File: config.mk
export PLATFORM = sky130hd
export DESIGN_NAME = scd_ctrl
export DESIGN_NICKNAME = d
export VERILOG_FILES = /design/src/design/scd_pkg.sv /design/src/design/scd_ctrl.sv
export SDC_FILE = /design/constraint.sdc
export NUM_CORES = 1
export LEC_CHECK = 0
export BUFFER_PORTS_ARGS = -buffer_cell sky130_fd_sc_hd__buf_2
export CAP_MARGIN = 20
export CORE_MARGIN = 2
export CORE_UTILIZATION = 52
export DETAILED_ROUTE_END_ITERATION = 10
export PLACE_DENSITY_LB_ADDON = 0.08
export RECOVER_POWER = 50
export SETUP_SLACK_MARGIN = 0.3
export SYNTH_ARGS = -nofsm -noshare
export SYNTH_HDL_FRONTEND = slang
export SYNTH_SLANG_ARGS = --single-unit
File: constraint.sdc
create_clock -name clk -period 1.62 [get_ports clk]
set_input_delay 0.243 -clock clk [delete_from_list [all_inputs] [get_ports clk]]
set_output_delay 0.243 -clock clk [all_outputs]
set_load 0.02 [all_outputs]
File: src/design/scd_pkg.sv
`timescale 1ns / 1ps
package scd_pkg;

	localparam logic CMD_LOAD  = 1'b0;
	localparam logic CMD_QUERY = 1'b1;

	localparam logic REG_DECAY = 1'b0;
	localparam logic REG_COUNT = 1'b1;

	// exp(-1) as Q2.30, from the same truncated series as the fraction path
	localparam logic [28:0] E1_Q30  = 29'd395007543;
	localparam logic [30:0] ONE_Q30 = 31'h4000_0000;

	localparam logic signed [62:0] POT_MAX = 63'sh0000_7FFF_FFFF_FFFF;
	localparam logic signed [62:0] POT_MIN = -63'sh0000_8000_0000_0000;

	localparam logic [5:0] DIV_STEPS_SHORT = 6'd31;
	localparam logic [5:0] DIV_STEPS_LONG  = 6'd62;
	localparam logic [5:0] SQRT_STEPS      = 6'd32;
	localparam logic [4:0] SERIES_LAST     = 5'd16;

	typedef enum logic [4:0] {
		S_IDLE, S_LATI, S_NEXT, S_LATJ, S_MULX, S_MULY, S_MULZ, S_SUMZ,
		S_SQRT, S_RCHK, S_TADD, S_EINIT, S_EMUL, S_EDIV, S_EWAIT, S_ECLAMP,
		S_EPOW, S_PSHIFT, S_WDIV, S_WWAIT, S_DONE
	} state_t;

	typedef enum logic [4:0] {
		OP_NONE, OP_LOAD, OP_QSTART, OP_LATI, OP_READJ, OP_SKIP, OP_LATJ,
		OP_MULX, OP_MULY, OP_MULZ, OP_SUMZ, OP_SQRT, OP_RZERO, OP_TMUL,
		OP_TADD, OP_EINIT, OP_EMUL, OP_EDIV, OP_EACC, OP_ECLAMP, OP_PMUL,
		OP_PSHIFT, OP_WMUL, OP_WDIV, OP_ACC
	} dp_op_t;

	typedef struct packed {
		logic idx_bad;
		logic j_end;
		logic j_self;
		logic sq_last;
		logic r_zero;
		logic n_big;
		logic n_zero;
		logic k_last;
		logic div_done;
	} dp_stat_t;

endpackage

File: src/design/scd_ctrl.sv
`timescale 1ns / 1ps
module scd_ctrl (
	input  logic              clk,
	input  logic              arst_n,
	input  logic              start,
	input  logic              cmd,
	input  scd_pkg::dp_stat_t stat,
	output scd_pkg::dp_op_t   op,
	output logic              busy,
	output logic              done
);
	import scd_pkg::*;

	state_t state_q, state_n;

	always_ff @(posedge clk or negedge arst_n) begin
		if (!arst_n) begin
			state_q <= S_IDLE;
		end else begin
			state_q <= state_n;
		end
	end

	always_comb begin
		state_n = state_q;
		op      = OP_NONE;
		busy    = state_q != S_IDLE;
		done    = 1'b0;
		case (state_q)
			S_IDLE: begin
				if (start) begin
					if (cmd == CMD_LOAD) begin
						op = OP_LOAD;
					end else begin
						op      = OP_QSTART;
						state_n = stat.idx_bad ? S_DONE : S_LATI;
					end
				end
			end
			S_LATI: begin
				op      = OP_LATI;
				state_n = S_NEXT;
			end
			S_NEXT: begin
				if (stat.j_end) begin
					state_n = S_DONE;
				end else if (stat.j_self) begin
					op = OP_SKIP;
				end else begin
					op      = OP_READJ;
					state_n = S_LATJ;
				end
			end
			S_LATJ: begin op = OP_LATJ; state_n = S_MULX; end
			S_MULX: begin op = OP_MULX; state_n = S_MULY; end
			S_MULY: begin op = OP_MULY; state_n = S_MULZ; end
			S_MULZ: begin op = OP_MULZ; state_n = S_SUMZ; end
			S_SUMZ: begin op = OP_SUMZ; state_n = S_SQRT; end
			S_SQRT: begin
				op = OP_SQRT;
				if (stat.sq_last) begin
					state_n = S_RCHK;
				end
			end
			S_RCHK: begin
				// coincident point: flag it and add nothing
				if (stat.r_zero) begin
					op      = OP_RZERO;
					state_n = S_NEXT;
				end else begin
					op      = OP_TMUL;
					state_n = S_TADD;
				end
			end
			S_TADD: begin op = OP_TADD; state_n = S_EINIT; end
			S_EINIT: begin
				if (stat.n_big) begin
					op      = OP_SKIP;
					state_n = S_NEXT;
				end else begin
					op      = OP_EINIT;
					state_n = S_EMUL;
				end
			end
			S_EMUL: begin op = OP_EMUL; state_n = S_EDIV; end
			S_EDIV: begin op = OP_EDIV; state_n = S_EWAIT; end
			S_EWAIT: begin
				if (stat.div_done) begin
					op      = OP_EACC;
					state_n = stat.k_last ? S_ECLAMP : S_EMUL;
				end
			end
			S_ECLAMP: begin op = OP_ECLAMP; state_n = S_EPOW; end
			S_EPOW: begin
				if (stat.n_zero) begin
					op      = OP_WMUL;
					state_n = S_WDIV;
				end else begin
					op      = OP_PMUL;
					state_n = S_PSHIFT;
				end
			end
			S_PSHIFT: begin op = OP_PSHIFT; state_n = S_EPOW; end
			S_WDIV: begin op = OP_WDIV; state_n = S_WWAIT; end
			S_WWAIT: begin
				if (stat.div_done) begin
					op      = OP_ACC;
					state_n = S_NEXT;
				end
			end
			S_DONE: begin
				done    = 1'b1;
				state_n = S_IDLE;
			end
			default: state_n = S_IDLE;
		endcase
	end
endmodule

==> run summary, run 1 <==
The HPWL after detailed placement is 2.020 mm. Input and output buffers added on the ports amount to 19. Yosys printed 0 warnings. The number of buffers between clock root and the deepest sink came out at 2.

The die height is 43.06 um. In the global-route stage, repair_timing last flagged the worst endpoint as op[3]. Yosys mapped the design onto 36 distinct sky130hd cell types.

The post-synthesis sequential area ratio is 0.1577. The first error in the log reads "[ERROR DPL-0038] Utilization greater than 100%, impossible to legalize". For this run, asynchronously set or reset flops after synthesis account for 1.000. Synthesis handed over a netlist of 117 instances. The biggest area contributor in the post-synthesis netlist is sky130_fd_sc_hd__dfrtp_1.

A synthesized cell averages 6.780 sq um. After synthesis, the cell types taking the most area are sky130_fd_sc_hd__dfrtp_1 16%, sky130_fd_sc_hd__nor2b_1 7.1%, sky130_fd_sc_hd__o21ai_0 6.9%, sky130_fd_sc_hd__a21oi_1 6.3%, sky130_fd_sc_hd__buf_2 5.7%. The flip-flop and latch count after synthesis is 5. The maximum number of pins on one net before global-route repair came out at 12. The H-tree level count came out at 1. The area fraction of the dominant cell type after synthesis came out at 0.1577. Measured along the x axis, the die boundary spans 43.06 um. The number of nets produced by synthesis is 130.

The number of placement rows came out at 14. The number of flops mapped to enable cells by yosys came out at 0. The starting density of the core is 0.5391. CTS saw 5 sinks. The tree is rooted in a sky130_fd_sc_hd__clkbuf_4. The count of pins on the block boundary is 20. The number of clock buffers inserted by TritonCTS came out at 3. The stopping stage is 5_1_grt. For this run, the leading register cell type out of synthesis is sky130_fd_sc_hd__dfrtp_1. The worst endpoint type is a top-level output. The run stopped with a tool error. In this run the cell area of the synthesized design comes to 793.3 sq um. The congestion estimate from routability-driven global placement came to 0.9004.
what timing repair did:
item,in CTS
pin swaps,10
buffers inserted,10
hold buffers,1
endpoints found under the setup margin,12
gates cloned,0
hold endpoints to repair,5
gates resized for setup,33
per-stage QoR:
step	setup slack (ns)	hold WS (ns)	cell area (sq um)	std cells	TNS [ns]
after CTS	-0.2133	0.3257	1376	184	-1.167
after detailed placement	-0.02585	0.06666	1142	169	-0.05070
after global placement	-0.03407	0.06435	1142	169	-0.05887
after floorplan	0.1426	-0.05259	904.6	117	0
logic make-up after synthesis:
group                  after synthesis  share of synthesized area
AND/OR/NAND/NOR                     49                     0.3217
AO/OA/AOI/OAI                       46                     0.4101
buffers and inverters               15                    0.08517
flip-flops                           5                     0.1577
multiplexers                         2                    0.02524
synth_stat cells, drive strengths merged, types with 2 or more instances:
cell	number
nor2	12
nand2	11
o21ai	11
a21oi	10
buf	9
nor2b	9
dfrtp	5
a22oi	4
a31o	4
inv	4
nand3	4
o31ai	3
a21o	2
a32oi	2
and2	2
and3	2
clkbuf	2
mux2i	2
nand2b	2
nor3	2
nor3b	2
o211ai	2
o2bb2ai	2
==> run 2: changes to the inputs <==
CORE_AREA = 2 2 63 65   (was default)
CORE_MARGIN = default   (was 2)
CORE_UTILIZATION = default   (was 52)
DIE_AREA = 0 0 65 67   (was default)
PLACE_DENSITY_LB_ADDON = 0.15   (was 0.08)
SETUP_SLACK_MARGIN = default   (was 0.3)
==> run 2 against run 1 <==
The flow now finishes, with violations (negative setup slack). Synthesized area did not move. Synthesized cell count unchanged.
==> run summary, run 2 <==
Relative to the synthesized area, the layout overhead comes to 107.4%. The clock transition at the registers of the reported paths is 0.04 ns. The run finished, with violations left.

At the placement stage, the worst setup path has a slack of -0.1354 ns. The cell accounting for the most synthesized area is sky130_fd_sc_hd__dfrtp_1. The cell area after technology mapping came out at 793.3 sq um.

The clock sink count came out at 5. The register with the most flip-flops in the final layout is state_q. The count of unresolved DRC violations after routing came out at 0.

Counting the buffers created by CTS gives 3. The post-synthesis sequential area ratio is 0.1577. The post-layout total power is 3.588 mW. The floorplan die width came out at 65 um.

The final antenna-violating net count is 0. The highest attainable clock frequency came out at 0.5512 GHz. In the final layout, the registers with the most flip-flops are state_q: 5 flops. The post-detailed-placement half-perimeter wirelength is 2.316 mm. The via count of the first global-routing pass came out at 1177. The die height came out at 67 um.

The first-iteration detailed-routing DRC count came out at 27. The total die area is 4355 sq um. For this run, global-route usage on met2 was measured as 0.2835. After detailed routing, the average wire length per cell comes to 14.74 um. The endpoint identified for the worst register-to-register timing path is state_q[2]. The total inserted antenna cells came out at 0. The number of warnings printed during yosys synthesis is 0. The max-slew headroom at the worst pin is 0.8242.

When the netlist entered floorplanning its net count stood at 130. The mean instance size in the synthesized netlist is 6.780 sq um. The routed wire length came out at 3.448 mm. The leakage power summed over all cells came out at 0.7220 nW.

The weighted congestion reported at the end of routability-driven placement is 0.8765. The number of placement rows came out at 22. No sink is reached through more buffers than the 2 on the longest clock path.

The maximum number of pins on one net before global-route repair is 14. By area the synthesized netlist is led by sky130_fd_sc_hd__dfrtp_1 16%, sky130_fd_sc_hd__nor2b_1 7.1%, sky130_fd_sc_hd__o21ai_0 6.9%, sky130_fd_sc_hd__a21oi_1 6.3%, sky130_fd_sc_hd__buf_2 5.7%. The slack of the worst reg-to-reg path is -0.04 ns. The final design utilization is 0.4563. The met1 track utilization from global routing is 0.1694.

The count of final max-slew check failures was 0. The starting density of the core is 0.2200. The worst reg2reg path depth is 7. After global routing the overflow that remains totals 0. The count of final hold-check violations is 0. Of the post-synthesis cell area, the dominant cell type holds 0.1577.

Tracing the worst setup path back leads to its startpoint at state_q[3]. The library cell used most frequently in the layout, excluding fill and tap cells, is sky130_fd_sc_hd__buf_4. Among all flip-flop cells after synthesis, the most frequent one is sky130_fd_sc_hd__dfrtp_1. Using the TritonRoute via totals, the vias-per-cell ratio works out to 4.936. After routing, the total negative slack on setup checks comes to -1.057 ns. The maximum clock skew at final layout is 0.004933 ns. Setup repair after global routing could not meet its margin everywhere.

After global routing, the most crowded layer is met2. The initial antenna violation count came to 0. Across all hold checks on the routed design, the worst slack comes to 0.3986 ns. Setup violations remaining at the end of the flow were counted as 9. The setup path with the least slack is of type flop to output pin. Yosys instantiated no cell more often than sky130_fd_sc_hd__nor2_1. For this run, global-route usage on met3 was measured as 0.02196. The worst-case IR drop observed on VDD is 0.001050 V. STA classifies the critical path startpoint as a flop.

TritonCTS built the clock tree. At the worst endpoint, the arrival time is 1.57 ns. The insertion delay to the later sink of the worst-skew pair came out at 0.22 ns. At the worst endpoint, the required time is 1.38 ns. The flip-flop and latch count after synthesis is 5. The number of search-and-repair iterations in the first detailed-routing pass is 4.

For the pin with the worst max-slew slack, the measured transition is 0.2636 ns. The flip-flop count of the largest register, all copies and words added came out at 5. The count of maximum capacitance violations is 0. In the layout the commonest cells are 44 x sky130_fd_sc_hd__buf_4, 18 x sky130_fd_sc_hd__buf_6, 11 x sky130_fd_sc_hd__buf_2. The count of input and output buffers came out at 19.

The first-pass GRT wire length is 5.223 mm. The minimum clock period after layout came out at 1.814 ns. The layout cell share with drive strength beyond 1 is 0.6344.

The final route contains 1155 vias. The maximum fanout along the worst path came out at 8. The worst hold path belongs to the class input port to asynchronous set/reset pin. The power density over the cells came out at 2181 nW/um^2. The post-synthesis cell count is 117.

The worst register-to-register path begins at state_q[4]. The floorplan step defined a core boundary enclosing 3606 sq um. Across every metal layer, demand over resource in global routing totals 0.1549. Across all setup checks in the final design, the least slack found is -0.1941 ns. The commonest cells after synthesis are 12 x sky130_fd_sc_hd__nor2_1, 11 x sky130_fd_sc_hd__nand2_1, 11 x sky130_fd_sc_hd__o21ai_0. Yosys mapped the design onto 36 distinct sky130hd cell types.

The final cycle utilization of the critical path is 1.120. STA classifies the critical path endpoint as an output pin. CTS built an H-tree with a depth of 1. The share of synthesized registers carrying an async set or reset is 1.000. The number of nets in the finished design came out at 200.

Pin placement for this block handled 20 I/O pins. The final reports fail on negative setup slack. The root buffer cell chosen for the clock tree is sky130_fd_sc_hd__clkbuf_8.

The number of flops mapped to enable cells by yosys came out at 0.
[run 2: layer usage]
layer  vias up  share of wire
met5         -              0
met4         0          0.017
met3         4          0.025
met2        29           0.53
met1       551           0.43
li1        571              -
[run 2: kinds of logic after synthesis]
family	count (synthesis)	synth area share
flops	5	0.1577
simple gates	49	0.3217
buf+inv	15	0.08517
mux	2	0.02524
compound gates	46	0.4101
[run 2: worst max-delay path: stages, from the launching register on]
cell and delay, ns:
sky130_fd_sc_hd__dfrtp_2 0.49, sky130_fd_sc_hd__buf_6 0.16, sky130_fd_sc_hd__mux2i_1 0.11, sky130_fd_sc_hd__a32oi_1 0.17
sky130_fd_sc_hd__o21ai_1 0.10, sky130_fd_sc_hd__a31o_1 0.19, sky130_fd_sc_hd__buf_6 0.13
[run 2: timing repair]
| action | in CTS | in global routing |
|---|---|---|
| pin swaps | 10 | 17 |
| gates resized for setup | 43 | 35 |
| endpoints found under the hold margin | 5 | 0 |
| hold buffers | 1 | 0 |
| gates cloned | 0 | 0 |
| endpoints found under the setup margin | 11 | 11 |
| setup buffers | 9 | 12 |
[run 2: report_power, final]
| part | switching (mW) | internal [mW] |
|---|---|---|
| combinational | 1.36 | 1.66 |
| sequential | 0.142 | 0.192 |
| clock | 0.0633 | 0.169 |
[run 2: how the worst max path moves through the flow]
stage / endpoint / slack [ns] / cells past startpoint
2_1_floorplan: op[0] / -0.03 / 5
3_3_place_gp: state_q[2] / -0.15 / 5
3_5_place_dp: state_q[2] / -0.14 / 6
4_1_cts: op[1] / -0.20 / 6
5_1_grt: op[0] / -0.29 / 6
6_report: op[0] / -0.19 / 6
[run 2: final cells by class]
cell class / instances / area, sq um
clock buffer: 4 / 45.04
multi-input combinational: 97 / 772.0
fill: 368 / 1961
tap: 48 / 60.06
inverter: 4 / 15.01
sequential: 5 / 131.4
timing repair buffer: 76 / 621.8
[run 2: through the flow]
step / cell area [sq um] / instances
detailed placement: 1167 / 208
finish: 1645 / 234
global route: 1645 / 234
global placement: 1167 / 208
floorplan: 802.0 / 117
CTS: 1419 / 222
Note: power is estimated with default switching activity, not from simulation.
